## src/hdl/rmm_pkg.sv

```systemverilog
package rmm_pkg;

  // Operation field
  localparam int OP_BITS = 2;

  typedef logic [OP_BITS-1:0] rmm_op_t;

  localparam rmm_op_t OP_ADD   = 2'd0;
  localparam rmm_op_t OP_MERGE = 2'd1;
  localparam rmm_op_t OP_CLEAR = 2'd2;

endpackage

```

## src/hdl/rmm_in_if.sv

```systemverilog
interface rmm_in_if
  import rmm_pkg::*;
#(
  parameter int VALUE_BITS = 32,
  parameter int COUNT_BITS = 32
);
  logic                         valid;
  logic                         ready;
  rmm_op_t                      operation;
  logic signed [VALUE_BITS-1:0] value;
  logic [COUNT_BITS-1:0]        part_count;

  modport source (output valid, output operation, output value, output part_count,
                  input ready);
  modport sink   (input valid, input operation, input value, input part_count,
                  output ready);
endinterface

```

## src/hdl/rmm_out_if.sv

```systemverilog
interface rmm_out_if #(
  parameter int VALUE_BITS = 32,
  parameter int COUNT_BITS = 32
);
  logic                         valid;
  logic                         ready;
  logic signed [VALUE_BITS-1:0] mean_out;
  logic [COUNT_BITS-1:0]        count_out;
  logic                         overflowed;

  modport source (output valid, output mean_out, output count_out, output overflowed,
                  input ready);
  modport sink   (input valid, input mean_out, input count_out, input overflowed,
                  output ready);
endinterface

```

## src/hdl/running_mean_merge_top.sv

```systemverilog
// Running mean with partial-aggregate merge.
// Channel req carries one request: operation (add sample, merge partial
// aggregate, clear), value (sample or partial mean) and part_count (merge
// only). Channel rsp returns exactly one result per request: the mean and
// count after the request, and overflowed when the request was dropped
// because the count would wrap.
// One request is worked on at a time; req.ready is high only when idle.
// Clear, merge of an empty or into an empty aggregate, and dropped requests
// go straight from idle to the finish state. An add runs a bit-serial
// restoring divider, then updates the mean and count. A merge first runs a
// bit-serial shift-add multiply and then the divider.
// The result sits in an output register, so the next request is taken while
// it waits; if the receiver stalls and another result is ready, the block
// holds it until the output register frees.
// Synchronous reset clears the mean and count to zero and empties the output.
module running_mean_merge_top
  import rmm_pkg::*;
#(
  parameter int VALUE_BITS = 32,
  parameter int COUNT_BITS = 32
) (
  input logic      clk,
  input logic      rst,
  rmm_in_if.sink   req,
  rmm_out_if.source rsp
);

  localparam int PROD_BITS = VALUE_BITS + 1 + COUNT_BITS;
  localparam int MAX_STEPS = (COUNT_BITS > VALUE_BITS + 1) ? COUNT_BITS : VALUE_BITS + 1;
  localparam int STEP_W    = $clog2(MAX_STEPS);

  typedef enum logic [2:0] {S_IDLE, S_MUL, S_DIV, S_UPD, S_FIN} state_t;

  state_t                  state;
  logic [VALUE_BITS-1:0]   mean_reg;
  logic [COUNT_BITS-1:0]   count_reg;
  logic                    ovf_reg;
  logic [VALUE_BITS:0]     mag_reg;
  logic                    neg_reg;
  logic [COUNT_BITS-1:0]   divisor;
  logic [PROD_BITS-1:0]    work;
  logic [STEP_W-1:0]       step;
  logic                    out_valid;
  logic [VALUE_BITS-1:0]   out_mean;
  logic [COUNT_BITS-1:0]   out_count;
  logic                    out_ovf;

  logic [VALUE_BITS:0]     delta;
  logic                    delta_neg;
  logic [VALUE_BITS:0]     delta_mag;
  logic [COUNT_BITS:0]     count_sum;
  logic                    count_full;
  logic [VALUE_BITS+1:0]   mul_sum;
  logic [PROD_BITS-1:0]    work_mul;
  logic [COUNT_BITS:0]     div_trial;
  logic [COUNT_BITS:0]     div_diff;
  logic                    div_ge;
  logic [PROD_BITS-1:0]    work_div;
  logic [VALUE_BITS-1:0]   quot;
  logic [VALUE_BITS-1:0]   mean_next;

  // Difference to the current mean and new count
  always_comb begin
    delta      = {req.value[VALUE_BITS-1], req.value} - {mean_reg[VALUE_BITS-1], mean_reg};
    delta_neg  = delta[VALUE_BITS];
    delta_mag  = delta_neg ? (~delta + 1'b1) : delta;
    count_sum  = {1'b0, count_reg} + {1'b0, req.part_count};
    count_full = &count_reg;
  end

  // Shift-add multiply step: high half accumulates, multiplier shifts out low
  always_comb begin
    mul_sum  = work[0] ? ({1'b0, work[PROD_BITS-1:COUNT_BITS]} + {1'b0, mag_reg})
                       : {1'b0, work[PROD_BITS-1:COUNT_BITS]};
    work_mul = {mul_sum, work[COUNT_BITS-1:1]};
  end

  // Restoring divide step: remainder on top, dividend/quotient below
  always_comb begin
    div_trial = work[PROD_BITS-1:VALUE_BITS];
    div_ge    = div_trial >= {1'b0, divisor};
    div_diff  = div_trial - {1'b0, divisor};
    work_div  = {(div_ge ? div_diff[COUNT_BITS-1:0] : div_trial[COUNT_BITS-1:0]),
                 work[VALUE_BITS-1:0], div_ge};
  end

  // Move the mean by the truncated quotient
  always_comb begin
    quot      = work[VALUE_BITS-1:0];
    mean_next = neg_reg ? (mean_reg - quot) : (mean_reg + quot);
  end

  assign req.ready      = (state == S_IDLE);
  assign rsp.valid      = out_valid;
  assign rsp.mean_out   = out_mean;
  assign rsp.count_out  = out_count;
  assign rsp.overflowed = out_ovf;

  // Sequencer, state registers and output register
  always_ff @(posedge clk) begin
    if (rst) begin
      state     <= S_IDLE;
      mean_reg  <= '0;
      count_reg <= '0;
      out_valid <= 1'b0;
    end else begin
      // Output register empties on a taken result unless refilled below
      if (out_valid && rsp.ready && (state != S_FIN)) begin
        out_valid <= 1'b0;
      end
      case (state)
        S_IDLE: begin
          if (req.valid) begin
            mag_reg <= delta_mag;
            neg_reg <= delta_neg;
            case (req.operation)
              OP_ADD: begin
                if (count_full) begin
                  ovf_reg <= 1'b1;
                  state   <= S_FIN;
                end else begin
                  ovf_reg <= 1'b0;
                  divisor <= count_reg + 1'b1;
                  work    <= {{COUNT_BITS{1'b0}}, delta_mag};
                  step    <= STEP_W'(VALUE_BITS);
                  state   <= S_DIV;
                end
              end
              OP_MERGE: begin
                if (req.part_count == '0) begin
                  ovf_reg <= 1'b0;
                  state   <= S_FIN;
                end else if (count_sum[COUNT_BITS]) begin
                  ovf_reg <= 1'b1;
                  state   <= S_FIN;
                end else if (count_reg == '0) begin
                  ovf_reg   <= 1'b0;
                  mean_reg  <= req.value;
                  count_reg <= req.part_count;
                  state     <= S_FIN;
                end else begin
                  ovf_reg <= 1'b0;
                  divisor <= count_sum[COUNT_BITS-1:0];
                  work    <= {{(VALUE_BITS+1){1'b0}}, req.part_count};
                  step    <= STEP_W'(COUNT_BITS - 1);
                  state   <= S_MUL;
                end
              end
              OP_CLEAR: begin
                ovf_reg   <= 1'b0;
                mean_reg  <= '0;
                count_reg <= '0;
                state     <= S_FIN;
              end
              default: begin
                ovf_reg <= 1'b0;
                state   <= S_FIN;
              end
            endcase
          end
        end
        S_MUL: begin
          work <= work_mul;
          if (step == '0) begin
            step  <= STEP_W'(VALUE_BITS);
            state <= S_DIV;
          end else begin
            step <= step - 1'b1;
          end
        end
        S_DIV: begin
          work <= work_div;
          if (step == '0) begin
            state <= S_UPD;
          end else begin
            step <= step - 1'b1;
          end
        end
        S_UPD: begin
          mean_reg  <= mean_next;
          count_reg <= divisor;
          state     <= S_FIN;
        end
        S_FIN: begin
          if (!out_valid || rsp.ready) begin
            out_valid <= 1'b1;
            out_mean  <= mean_reg;
            out_count <= count_reg;
            out_ovf   <= ovf_reg;
            state     <= S_IDLE;
          end
        end
        default: begin
          state <= S_IDLE;
        end
      endcase
    end
  end

  // An accepted request closes the input until its result is produced
  a_busy_after_accept: assert property (@(posedge clk) disable iff (rst)
    req.valid && req.ready |=> !req.ready)
    else $error("input still open after a request was taken");

  // Division remainder stays below the divisor
  a_rem_below_divisor: assert property (@(posedge clk) disable iff (rst)
    state == S_DIV |-> work[PROD_BITS-1:VALUE_BITS+1] < divisor)
    else $error("divider remainder not below divisor");

  // A dropped request can only happen with a nonempty aggregate
  a_ovf_nonempty: assert property (@(posedge clk) disable iff (rst)
    out_valid && out_ovf |-> out_count != '0)
    else $error("overflow flagged with empty count");

  // Divisor is never zero while dividing
  a_divisor_nonzero: assert property (@(posedge clk) disable iff (rst)
    state == S_DIV |-> divisor != '0)
    else $error("division by zero count");

endmodule

```

## src/flat_wrapper.sv

```systemverilog
// flat-port wrapper written by rule: the top's interface ports become plain ports
module running_mean_merge_top_flat import rmm_pkg::*;
#(
  parameter int VALUE_BITS = 32,
  parameter int COUNT_BITS = 32
)
  (clk, rst, req_valid, req_operation, req_value, req_part_count, req_ready, rsp_valid, rsp_mean_out, rsp_count_out, rsp_overflowed, rsp_ready);
  rmm_in_if #(.VALUE_BITS(VALUE_BITS), .COUNT_BITS(COUNT_BITS)) req_i ();
  rmm_out_if #(.VALUE_BITS(VALUE_BITS), .COUNT_BITS(COUNT_BITS)) rsp_i ();
  input logic clk;
  input logic rst;
  input wire logic [$bits(req_i.valid)-1:0] req_valid;
  input wire logic [$bits(req_i.operation)-1:0] req_operation;
  input wire logic [$bits(req_i.value)-1:0] req_value;
  input wire logic [$bits(req_i.part_count)-1:0] req_part_count;
  output wire logic [$bits(req_i.ready)-1:0] req_ready;
  output wire logic [$bits(rsp_i.valid)-1:0] rsp_valid;
  output wire logic [$bits(rsp_i.mean_out)-1:0] rsp_mean_out;
  output wire logic [$bits(rsp_i.count_out)-1:0] rsp_count_out;
  output wire logic [$bits(rsp_i.overflowed)-1:0] rsp_overflowed;
  input wire logic [$bits(rsp_i.ready)-1:0] rsp_ready;
  assign req_i.valid = req_valid;
  assign req_i.operation = req_operation;
  assign req_i.value = req_value;
  assign req_i.part_count = req_part_count;
  assign req_ready = req_i.ready;
  assign rsp_valid = rsp_i.valid;
  assign rsp_mean_out = rsp_i.mean_out;
  assign rsp_count_out = rsp_i.count_out;
  assign rsp_overflowed = rsp_i.overflowed;
  assign rsp_i.ready = rsp_ready;
  running_mean_merge_top #(.VALUE_BITS(VALUE_BITS), .COUNT_BITS(COUNT_BITS)) u_core (.clk(clk), .rst(rst), .req(req_i), .rsp(rsp_i));
endmodule
```

## config.mk

```make
export PLATFORM = sky130hd
export DESIGN_NAME = running_mean_merge_top_flat
export DESIGN_NICKNAME = d
export VERILOG_FILES = /design/src/hdl/rmm_pkg.sv /design/src/hdl/rmm_in_if.sv /design/src/hdl/rmm_out_if.sv /design/src/hdl/running_mean_merge_top.sv /design/src/flat_wrapper.sv
export SDC_FILE = /design/constraint.sdc
export NUM_CORES = 1
export LEC_CHECK = 0
export ABC_CLOCK_PERIOD_IN_PS = 5780
export BUFFER_PORTS_ARGS = -buffer_cell sky130_fd_sc_hd__clkbuf_2
export CAP_MARGIN = 15
export CORE_AREA = 2 2 272 274
export CTS_BUF_LIST = sky130_fd_sc_hd__clkbuf_2 sky130_fd_sc_hd__clkbuf_4 sky130_fd_sc_hd__clkbuf_8
export DETAILED_ROUTE_END_ITERATION = 10
export DIE_AREA = 0 0 274 276
export SLEW_MARGIN = 0
export SYNTH_ARGS = -nofsm -noshare
export SYNTH_HDL_FRONTEND = slang
export SYNTH_SLANG_ARGS = --single-unit
```

## constraint.sdc

```tcl
create_clock -name clk -period 5.78 [get_ports clk]
set_input_delay 0.289 -clock clk [delete_from_list [all_inputs] [get_ports clk]]
set_output_delay 0.289 -clock clk [all_outputs]
set_load 0.01 [all_outputs]
```

### After elaboration in Yosys (flattened, before gate mapping)

Index checks and enable logic that the tools add are counted.

* bits in registers: 271
* bits in latches: 0
* bits in writable memories: 0
* bits in read-only memories: 0
* input bits: 70
* output and inout bits: 67
* logic and storage cells: 122
* memories: 0

* $add $sub $neg: 9
* multipliers: 0
* divide/modulo/power cells: 0
* $lt $le $gt $ge: 1
* eq/ne operators: 23
* shifts and indexed selects: 0
* muxes and demuxes: 54
* bitwise gates (word level): 2
* reductions and logical operators: 20

Operator list (count)
* 2-to-1 mux 32 bit: 14
* 2-to-1 mux 65 bit: 5
* one-hot mux 32 bit (2 select lines): 5
* one-hot mux 65 bit (3 select lines): 1
* one-hot mux 65 bit (2 select lines): 1
* logical NOT 32 bit: 2
* subtractor 32 bit: 2
* 2-to-1 mux 6 bit: 7
* adder 33 x 33 -> 34 bit: 1
* 2-to-1 mux 34 bit: 1
* adder 32 x 32 -> 33 bit: 1
* adder 33 x 1 -> 33 bit (second input constant): 1
* >= comparator 33 x 32 -> 1 bit: 1
* 2-to-1 mux 33 bit: 1
* NOT 33 bit: 1
* subtractor 32 x 32 -> 33 bit: 1
* adder 32 x 1 -> 32 bit (second input constant): 1
* adder 32 bit: 1
* AND reduction 32 bit: 1
* 2-to-1 mux 3 bit: 8
* one-hot mux 6 bit (3 select lines): 1
* AND reduction 8 bit: 2
* inequality test 3 bit (second input constant): 5
* one-hot mux 3 bit (5 select lines): 1
* 27 further kinds: 44

### Logic depth before layout (Yosys ltp)

Gate-level depths: netlist of the first run.

* depth in word-level cells: 8
* depth in mapped cells: 22
* mapped depth without buffers: 21

### Worst setup path before layout of the first run

OpenSTA, ideal clock, no wires.

* path kind: flip-flop to flip-flop
* start point: register u_core.count_reg[0]
* end point: register u_core.work[0], enable pin
* library setup time: 489 ps
* arrival: 5611 ps
* data required time: 5291 ps
* slack: -320 ps
* cell stages (with the launch flop): 14
* buffers on the path: 0
* period minus slack after synthesis: 6100 ps
* path through: dfxtp_1 > ha_1 > fa_1 > a211oi_1 > o21ai_0 > a31o_2 > a31oi_1 > o21a_1 > o22ai_1 > a211o_1 > a21oi_1 > o21ai_0 > o21a_1 > nor2_1

* word-level cells in the longest chain between the ends: 3
* elaborated cells on any way between the ends: 7
* classes of those cells: add/sub: 1; eq/ne: 3; reduce/logical: 3

RTL lines
* from (decl): RTL line running_mean_merge_top.sv:36 `logic [COUNT_BITS-1:0] count_reg;`
* from (signal assigned): RTL line running_mean_merge_top.sv:139 `count_reg <= req.part_count;`
* from (signal assigned): RTL line running_mean_merge_top.sv:181 `count_reg <= divisor;`
* adder 32 x 32 -> 33 bit, or another cell as far along: RTL line running_mean_merge_top.sv:67 `count_sum = {1'b0, count_reg} + {1'b0, req.part_count};`
* inequality test 3 bit (no line)
* AND reduction 8 bit (no line) *
* to (signal assigned): RTL line running_mean_merge_top.sv:124 `work <= {{COUNT_BITS{1'b0}}, delta_mag};`
* to (signal assigned): RTL line running_mean_merge_top.sv:144 `work <= {{(VALUE_BITS+1){1'b0}}, req.part_count};`
* to (signal assigned): RTL line running_mean_merge_top.sv:163 `work <= work_mul;`
* to (decl): RTL line running_mean_merge_top.sv:41 `logic [PROD_BITS-1:0] work;`

Mark *: on every way between the ends. The rest lies on a longest branch, timed or not.
A chain may end at the register's enable or synchronous reset.

### Final worst setup path of the first run

* start point: register u_core.work[1]
* end point: register u_core.mean_reg[30]

* word-level cells in the longest chain between the ends: 3
* elaborated cells on any way between the ends: 4
* classes of those cells: add/sub: 2; mux: 2

RTL lines
* adder 32 bit or subtractor 32 bit (tied branches): RTL line running_mean_merge_top.sv:90 `mean_next = neg_reg ? (mean_reg - quot) : (mean_reg + quot);`
* 2-to-1 mux 32 bit *: RTL line running_mean_merge_top.sv:90
* one-hot mux 32 bit (2 select lines) *: RTL line running_mean_merge_top.sv:111 `case (state)`
* to (signal assigned): RTL line running_mean_merge_top.sv:138 `mean_reg <= req.value;`
* to (signal assigned): RTL line running_mean_merge_top.sv:180 `mean_reg <= mean_next;`
* to (decl): RTL line running_mean_merge_top.sv:35 `logic [VALUE_BITS-1:0] mean_reg;`

Marks and branches as above.

==> results list, run 1 <==
- Overall power consumption after layout is estimated at 7.155 mW.
- Global-route usage over all layers: 0.1870
* # hold bufs at CTS: 2
- Worst setup SP type: flip-flop
- Crit path max fanout: 5
- Leakage power summed over all cells: 9.541 nW
- The floorplan step defined a die boundary enclosing 75620 um^2.
- Post-synth EDFFs: 203
- The clock arrives with 0.03423 ns of skew.
- Using the TritonRoute via totals, the vias-per-cell ratio works out to 5.509.
* Clock root cell: sky130_fd_sc_hd__clkbuf_8
- Entering global routing, the biggest net connects 128 pins.
* Non-filler cells in the finished layout: 3556
- In this run the post-CTS setup repair buffer count came out at 0.
- Synthesized netlist net count: 2690
- Data arrival time of the critical path: 5.79 ns
- Floorplan core area: 72590 um^2
* Clock buffer count from CTS: 48
- Setup violations remaining at the end of the flow were counted as 0.
- In the finished design, the share of the clock period the worst path needs comes to 0.9054.
* Number of standard cells after synthesis: 2446
- Cell internal power was estimated by the tool at 4.516 mW.
- Maximum operating frequency: 191.1 MHz
- Hold WC Path Type: in -> reg
- Vias in the first global route: 18420
- After filler insertion, the fill cell instance count of the layout stands at 7611.
* Total grt overflow: 0
- Post-synthesis sequential area ratio: 0.3457
* Total via count after detailed routing: 19590
- Measured in cells, the most critical reg-to-reg path has a length of 18.
* Post-detailed-route count of antenna-violating nets: 0
- Overall die width: 274 um
* Area growth from synthesis to layout: 13.55%
- Net switching power figure: 2.639 mW
- After detailed routing, the number of remaining DRC violations is 0.
- For this block, the routed nets add up to 72590 um of wire.
* Total negative setup slack: 0 ns
* Worst Tran Pin Value: 1.044 ns
- For the worst setup path, the data required time is 6.34 ns.
- Measured against the total synthesized area, the mux share comes to 0.01317.
* H-Tree Level Count: 2
* Placement row count: 99
- The worst pin sits at a relative slew slack of 0.2987.
* Comb pwr share: 0.352
- Gates resized during post-CTS repair numbered 0.
- The number of pins with negative max-slew slack in the final report is 0.
* Share of flip-flops with an asynchronous set or reset after synthesis: 0
- Of the total power, the share spent switching nets is 0.3689.
- The critical path is of the reg -> reg type.
- Number of flip-flops and latches in the synthesized netlist: 271
* Clk Latency, worst-skew pair: 0.66 ns
- For this configuration, the core starts out at a cell density of 0.2972.
- Final weighted congestion in routability-driven placement: 0.9049
* Detailed-route wire length per cell: 20.41 um
* Hold Fails Final Rpt: 0
* # Max-Cap Violations: 0
* Min cycle time layout: 5.233 ns
* Combinational family with the most area after synthesis: compound AO/OA/AOI/OAI gates
- Peak ir drop on the vdd network: 0.1494 mV
- CTS saw 271 sinks.
- Part of the total power dissipated in sequential elements: 0.352
- The flow ran to the end, and the final reports show no timing, DRC or antenna violations.
- Counting instances, the worst hold path has a depth of 3.
* DP HPWL: 54990 um
* RSZ-0062 raised after global routing: false
* Post-synthesis adder-cell area fraction: 0.1027
- Reg clk slew, reported paths: 0.07 ns
* Endpoint type of the worst setup path: flip-flop
* Avg Inst Size Synth: 8.820 um^2
* Number of antenna violations at the first check in global routing: 5
* CTS tree: built
* Total iterations of the first detailed-routing run: 9
* Share of synthesized cell area in and, or, nand and nor gates: 0.1747
* Number of library cell types mapped by synthesis: 86
- The die is 276 um tall.
- The detailed router finished its first iteration with 1712 violations.
- The clock passes through at most 3 buffers.
- During synthesis, Yosys emitted a total of 0 warnings.
- Among all flip-flop cells after synthesis, the most frequent one is sky130_fd_sc_hd__edfxtp_1.
* Compound-Gate Fraction of Synth Area: 0.2388
- First-pass GRT wire length: 110700 um
- Proportion of layout cells with a drive suffix above 1: 0.1129
* Total Nets Final: 2801
* Relative contribution of the clock network to total power: 0.296
- The register with the most flip-flops in the layout has 65 of them.
- Ratio of total power to cell area: 292.1 nW/um^2
- Placed Cells incl. Taps: 3463
* Xor and xnor area share after synthesis: 0.08526
- Number of top-level pins: 137
- Summing every instance area after synthesis gives 21570 um^2.
- Port-buffer cells: 136
[power groups by stage]
stage | clock, mW | sequential, mW | combinational [mW]
global route | 2.25 | 2.54 | 2.77
finish | 2.12 | 2.52 | 2.52
detailed placement | 0 | 2.56 | 2.47
floorplan | 0 | 2.48 | 1.84
CTS | 2.18 | 2.52 | 2.49
global placement | 0 | 2.56 | 2.46
[cell type report]
| cell class | count | area, um^2 | share of cell area |
|---|---|---|---|
| multi-input combinational | 1948 | 13330 | 0.5443 |
| sequential | 271 | 7457 | 0.3044 |
| tap | 959 | 1200 | 0.04898 |
| timing repair buffer | 164 | 933.4 | 0.03810 |
| clock buffer | 60 | 769.5 | 0.03141 |
| inverter | 124 | 465.4 | 0.01900 |
| clock inverter | 29 | 335.3 | 0.01369 |
| antenna | 1 | 2.502 | 0.0001022 |
[cells by family (layout without fill, tap and decap cells)]
kind of cell | Yosys count | after routing
other cells | 0 | 1
buf+inv | 227 | 377
compound gates | 783 | 783
xor+xnor | 210 | 210
simple gates | 753 | 753
flops | 271 | 271
fa+ha+maj | 174 | 174
mux | 28 | 28
[cells in the mapped netlist, types with 6 or more instances]
library cell,count,area (um^2)
sky130_fd_sc_hd__o31ai_1,10,75.07
sky130_fd_sc_hd__nor3b_1,55,412.9
sky130_fd_sc_hd__and3_1,21,131.4
sky130_fd_sc_hd__o21ai_1,7,35.03
sky130_fd_sc_hd__and4_1,6,52.55
sky130_fd_sc_hd__a22oi_1,11,82.58
sky130_fd_sc_hd__o211ai_1,14,105.1
sky130_fd_sc_hd__nor4_1,23,143.9
sky130_fd_sc_hd__a211o_1,9,78.83
sky130_fd_sc_hd__inv_1,124,465.5
sky130_fd_sc_hd__o21a_1,20,150.1
sky130_fd_sc_hd__o21bai_1,18,135.1
sky130_fd_sc_hd__ha_1,169,2115
sky130_fd_sc_hd__o22ai_1,30,187.7
sky130_fd_sc_hd__nor2b_1,25,156.4
sky130_fd_sc_hd__o21ai_0,100,500.5
sky130_fd_sc_hd__xnor2_1,136,1191
sky130_fd_sc_hd__a221o_1,22,220.2
sky130_fd_sc_hd__and2_1,12,75.07
sky130_fd_sc_hd__xor2_1,74,648.1
sky130_fd_sc_hd__nand2b_1,22,137.6
sky130_fd_sc_hd__nor2_1,239,897.1
sky130_fd_sc_hd__a21o_1,72,540.5
sky130_fd_sc_hd__a211oi_1,83,623.1
sky130_fd_sc_hd__nand3_1,51,255.2
sky130_fd_sc_hd__nand2_1,165,619.3
sky130_fd_sc_hd__dfxtp_1,68,1361
sky130_fd_sc_hd__or3_1,14,87.58
sky130_fd_sc_hd__clkbuf_1,86,322.8
sky130_fd_sc_hd__a311oi_1,8,70.07
sky130_fd_sc_hd__a21oi_1,250,1251
sky130_fd_sc_hd__edfxtp_1,203,6096
sky130_fd_sc_hd__o31a_1,7,61.31
sky130_fd_sc_hd__nor3_1,57,285.3
sky130_fd_sc_hd__buf_1,12,45.04
sky130_fd_sc_hd__a31oi_1,35,219.0
sky130_fd_sc_hd__a22o_1,10,87.58
sky130_fd_sc_hd__mux2i_1,25,250.2
sky130_fd_sc_hd__nand4_1,22,137.6
sky130_fd_sc_hd__or2_2,6,37.54
sky130_fd_sc_hd__a222oi_1,17,170.2
sky130_fd_sc_hd__nand3b_1,6,45.04
[final timing paths]
check | from | to | slack [ns]
max | u_core.work[1] | u_core.mean_reg[30] | 0.55
min | req_value[22] | u_core.mean_reg[22] | 0.06
max reg2reg | u_core.work[1] | u_core.mean_reg[30] | 0.55
min reg2reg | u_core.mean_reg[20] | u_core.rsp.mean_out[20] | 0.52
[stage by stage]
step,hold WS [ns],cell area [um^2],util,worst slack (ns)
floorplan,0.4003,21580,-,0.06358
global placement,0.4929,23350,0.3217,0.6962
detailed placement,0.5034,23350,0.3217,0.6512
CTS,0.008142,24470,0.3372,0.6034
global route,0.05914,24500,0.3375,0.2504
finish,0.06000,24500,0.3375,0.5470
[worst max-delay path, stage by stage, from the launching register on]
cell and delay, ns:
sky130_fd_sc_hd__edfxtp_1 0.46, sky130_fd_sc_hd__inv_1 0.09, sky130_fd_sc_hd__ha_1 0.16, sky130_fd_sc_hd__nand2b_1 0.08
sky130_fd_sc_hd__or4_1 0.47, sky130_fd_sc_hd__nor3b_1 0.60, sky130_fd_sc_hd__a21oi_1 0.17, sky130_fd_sc_hd__xnor2_1 0.16
sky130_fd_sc_hd__ha_1 0.23, sky130_fd_sc_hd__a211o_1 0.31, sky130_fd_sc_hd__or4b_1 0.56, sky130_fd_sc_hd__a31oi_1 0.37
sky130_fd_sc_hd__o21ai_1 0.18, sky130_fd_sc_hd__a21oi_1 0.30, sky130_fd_sc_hd__o21ai_1 0.19, sky130_fd_sc_hd__a311oi_1 0.34
sky130_fd_sc_hd__xnor2_1 0.16, sky130_fd_sc_hd__a22oi_1 0.08, sky130_fd_sc_hd__a211oi_1 0.24
[layer usage]
metal | GRT usage | share of wire | vias to the layer above
met1 | 0.2469 | 0.44 | 9399
met5 | 0 | 0.00073 | -
met3 | 0.03005 | 0.058 | 134
li1 | - | - | 9398
met4 | 0.07915 | 0.047 | 8
met2 | 0.3013 | 0.45 | 650
[cell usage in the layout (no fill, tap or decap), drive strengths merged, types with 11 or more instances in the layout]
cell type / instances
a21oi: 251
nor2: 240
edfxtp: 203
clkbuf: 195
ha: 169
nand2: 165
xnor2: 136
inv: 125
o21ai: 108
a211oi: 83
xor2: 74
a21o: 72
dfxtp: 68
nor3: 57
nor3b: 56
nand3: 51
a31oi: 35
o22ai: 30
buf: 27
mux2i: 25
nor2b: 25
nor4: 25
nand4: 23
nand2b: 22
a221o: 22
and3: 21
o21a: 20
o21bai: 18
a222oi: 17
or3: 14
o211ai: 14
clkinv: 14
and2: 12
o31ai: 12
a22oi: 11
No activity file was read; power rests on OpenSTA's default activity.
==> inputs of run 2 (changes only) <==
Settings changed: BUFFER_PORTS_ARGS -buffer_cell sky130_fd_sc_hd__clkbuf_2 to -buffer_cell sky130_fd_sc_hd__buf_4, SLEW_MARGIN 0 to default.
==> results list, run 2 (synthesis gave the netlist of run 1 again) <==
- Total negative setup slack: 0 ns
- Portion of the clock cycle consumed by the worst path in the final layout: 0.8885
- In this run the power spent charging and discharging nets is 2.640 mW.
- Leakage power summed over all cells: 9.664 nW
- Clk Latency, worst-skew pair: 0.66 ns
- The tree built by TritonCTS fans out to 271 sinks.
* Area enclosed by the die boundary: 75620 um^2
* Finish-stage setup viols: 0
* Endpoint type of the worst setup path: flip-flop
- The number of global-route vias before repair came to 18350.
- Across every metal layer, demand over resource in global routing totals 0.1873.
- In the final layout, the multi-input gates occupy 13330 um^2.
- Area growth from synthesis to layout: 15.21%
- The library cell used most frequently in the layout, excluding fill and tap cells, is sky130_fd_sc_hd__a21oi_1.
- Setup slack on the worst reg-to-reg path comes out at 0.64 ns.
- In the final design database the tool counted 2799 nets.
- The top cell types in the final layout, fill and taps aside, are sky130_fd_sc_hd__a21oi_1 (249), sky130_fd_sc_hd__nor2_1 (236), sky130_fd_sc_hd__edfxtp_1 (203).
- Path depth of the worst reg2reg path: 18
* Proportion of layout cells with a drive suffix above 1: 0.1118
- The root buffer cell chosen for the clock tree is sky130_fd_sc_hd__clkbuf_8.
* Hold Path Sink: u_core.work[2]
* Port-buffer cells: 136
* Proportion of total power due to net switching: 0.3636
- The first global-routing pass estimated 111000 um of wire.
- Pin count of the biggest net entering global routing: 128
* Total iterations of the first detailed-routing run: 8
- CTS tree: built
* Post-detailed-route count of antenna-violating nets: 0
- Hold Fails Final Rpt: 0
- Total via count after detailed routing: 19500
* Ratio of total power to cell area: 292.1 nW/um^2
- Area taken by flip-flops and latches: 7457 um^2
- Maximum operating frequency: 194.7 MHz
* Part of the total power dissipated in sequential elements: 0.347
- Headroom to the max-slew limit: 0.2399
- Leaving out filler cells and counting taps, the final layout contains 3556.
- The worst path in the final design needs a cycle of 5.136 ns, including I/O delays and setup.
- IR analysis of the VDD net gives a maximum drop of 0.1940 mV.
* Relative contribution of the clock network to total power: 0.305
* Number of flip-flops in the largest register: 65
- The number of antenna violations at the first check in global routing is 2.
- Worst setup SP type: flip-flop
* Initial Utilization: 0.2972
- In this run the worst hold path is classified as in -> reg.
- Using the TritonRoute via totals, the vias-per-cell ratio works out to 5.485.
- The share of total power dissipated in combinational logic is 0.349.
* Required time of the critical path: 6.34 ns
- The die is 274 um wide.
- Internal power comes to 4.620 mW.
- Number of cells traversed by the worst hold path: 3
- Clock-pin slew was measured on the worst setup and hold paths at 0.06 ns.
- Clock buffer count from CTS: 49
* DR iter-0 viols: 1647
- Result of the run: finished, final reports clean
- For the final database, setup skew stands at 0.05325 ns.
- # hold bufs at CTS: 3
- DP HPWL: 54900 um
- Worst R2R Start: u_core.work[1]
- After detailed routing, the average wire length per cell comes to 20.32 um.
* Number of top-level pins: 137
- For this block, the routed nets add up to 72270 um of wire.
- Layout filler cell count: 7691
- Number of pins exceeding their max-slew limit in the final report: 0
* Placed Cells incl. Taps: 3460
- Crit path max fanout: 5
* H-Tree Level Count: 2
- Floorplan core area: 72590 um^2
* RSZ-0062 raised after global routing: false
- Hold Slack: 0.05208 ns
- Postcts setup bufs: 0
- The critical path is of the reg -> reg type.
* Worst Tran Pin Value: 1.111 ns
* Placement row count: 99
- Worst reg2reg endpoint: u_core.mean_reg[30]
- In this run, post-CTS repair resized a total of 0 instances.
- The congestion estimate from routability-driven global placement came to 0.9144.
- In the routed design, unresolved DRC markers number 0.
* Total grt overflow: 0
* Clock buffer depth: 3
- The tool flagged a number of max-cap violations equal to 0.
* Chip Height: 276 um
- Data arrival time of the critical path: 5.69 ns
* Hold Crit Start: req_part_count[2]
## run 2: cell types whose count changed in the layout (fill, tap and decap cells not counted), moves of 2 or more
cell	previous run	this run
sky130_fd_sc_hd__clkbuf_4	9	13
sky130_fd_sc_hd__inv_4	0	2
sky130_fd_sc_hd__buf_4	23	156
sky130_fd_sc_hd__inv_8	0	2
sky130_fd_sc_hd__clkinvlp_4	7	0
sky130_fd_sc_hd__clkbuf_2	135	0
## run 2: per-stage QoR
step / util / instance area, um^2 / setup slack [ns] / power, mW
2_1_floorplan: - / 21580 / 0.06358 / 4.316
3_3_place_gp: 0.3261 / 23670 / 0.7363 / 5.041
3_5_place_dp: 0.3261 / 23670 / 0.7014 / 5.042
4_1_cts: 0.3423 / 24850 / 0.6767 / 7.280
5_1_grt: 0.3424 / 24850 / 0.3195 / 7.646
6_report: 0.3424 / 24850 / 0.6442 / 7.260
## run 2: metal layers
layer  routed length [um]  GRT usage
met3                 4143    0.02441
met5                   14          0
met2                33200     0.3039
met4                 2789    0.07205
met1                32120     0.2519
## run 2: cell type report
| class | count | share of cell area |
|---|---|---|
| flip-flops and latches | 271 | 0.3000 |
| repair buffers | 161 | 0.04994 |
| well taps | 959 | 0.04828 |
| inverters | 124 | 0.01873 |
| diodes | 2 | 0.0002014 |
| multi-input cells | 1948 | 0.5365 |
| clock inverters | 26 | 0.01359 |
| clock buffers | 65 | 0.03272 |
## run 2: worst max path at each step
stage / endpoint / slack (ns) / depth (start not counted) / start
after global placement: u_core.mean_reg[30] / 0.74 / 18 / u_core.work[1]
after global routing: u_core.mean_reg[29] / 0.32 / 17 / u_core.work[1]
after floorplan: u_core.rsp.count_out[0] / 0.06 / 3 / rst
after detailed placement: u_core.mean_reg[30] / 0.70 / 18 / u_core.work[1]
after CTS: u_core.mean_reg[30] / 0.68 / 18 / u_core.work[1]
final: u_core.mean_reg[30] / 0.64 / 18 / u_core.work[1]
## run 2: power by group through the flow
stage	Clock (mW)	Sequential, mW	Combinational (mW)
floorplan	0	2.48	1.84
global placement	0	2.55	2.49
detailed placement	0	2.55	2.49
CTS	2.26	2.51	2.51
global route	2.32	2.54	2.79
finish	2.21	2.52	2.53
## run 2: worst max-delay path, stage by stage, from the launching register on
cell	delay, ns
sky130_fd_sc_hd__edfxtp_1	0.44
sky130_fd_sc_hd__inv_1	0.08
sky130_fd_sc_hd__ha_1	0.16
sky130_fd_sc_hd__nand2b_1	0.07
sky130_fd_sc_hd__or4_1	0.47
sky130_fd_sc_hd__nor3b_1	0.62
sky130_fd_sc_hd__a21oi_1	0.16
sky130_fd_sc_hd__xnor2_1	0.17
sky130_fd_sc_hd__ha_1	0.23
sky130_fd_sc_hd__a211o_1	0.30
sky130_fd_sc_hd__or4b_1	0.55
sky130_fd_sc_hd__a31oi_1	0.39
sky130_fd_sc_hd__o21ai_1	0.19
sky130_fd_sc_hd__a21oi_1	0.24
sky130_fd_sc_hd__o21ai_1	0.17
sky130_fd_sc_hd__a311oi_1	0.33
sky130_fd_sc_hd__xnor2_1	0.15
sky130_fd_sc_hd__a22oi_1	0.08
sky130_fd_sc_hd__a211oi_1	0.25
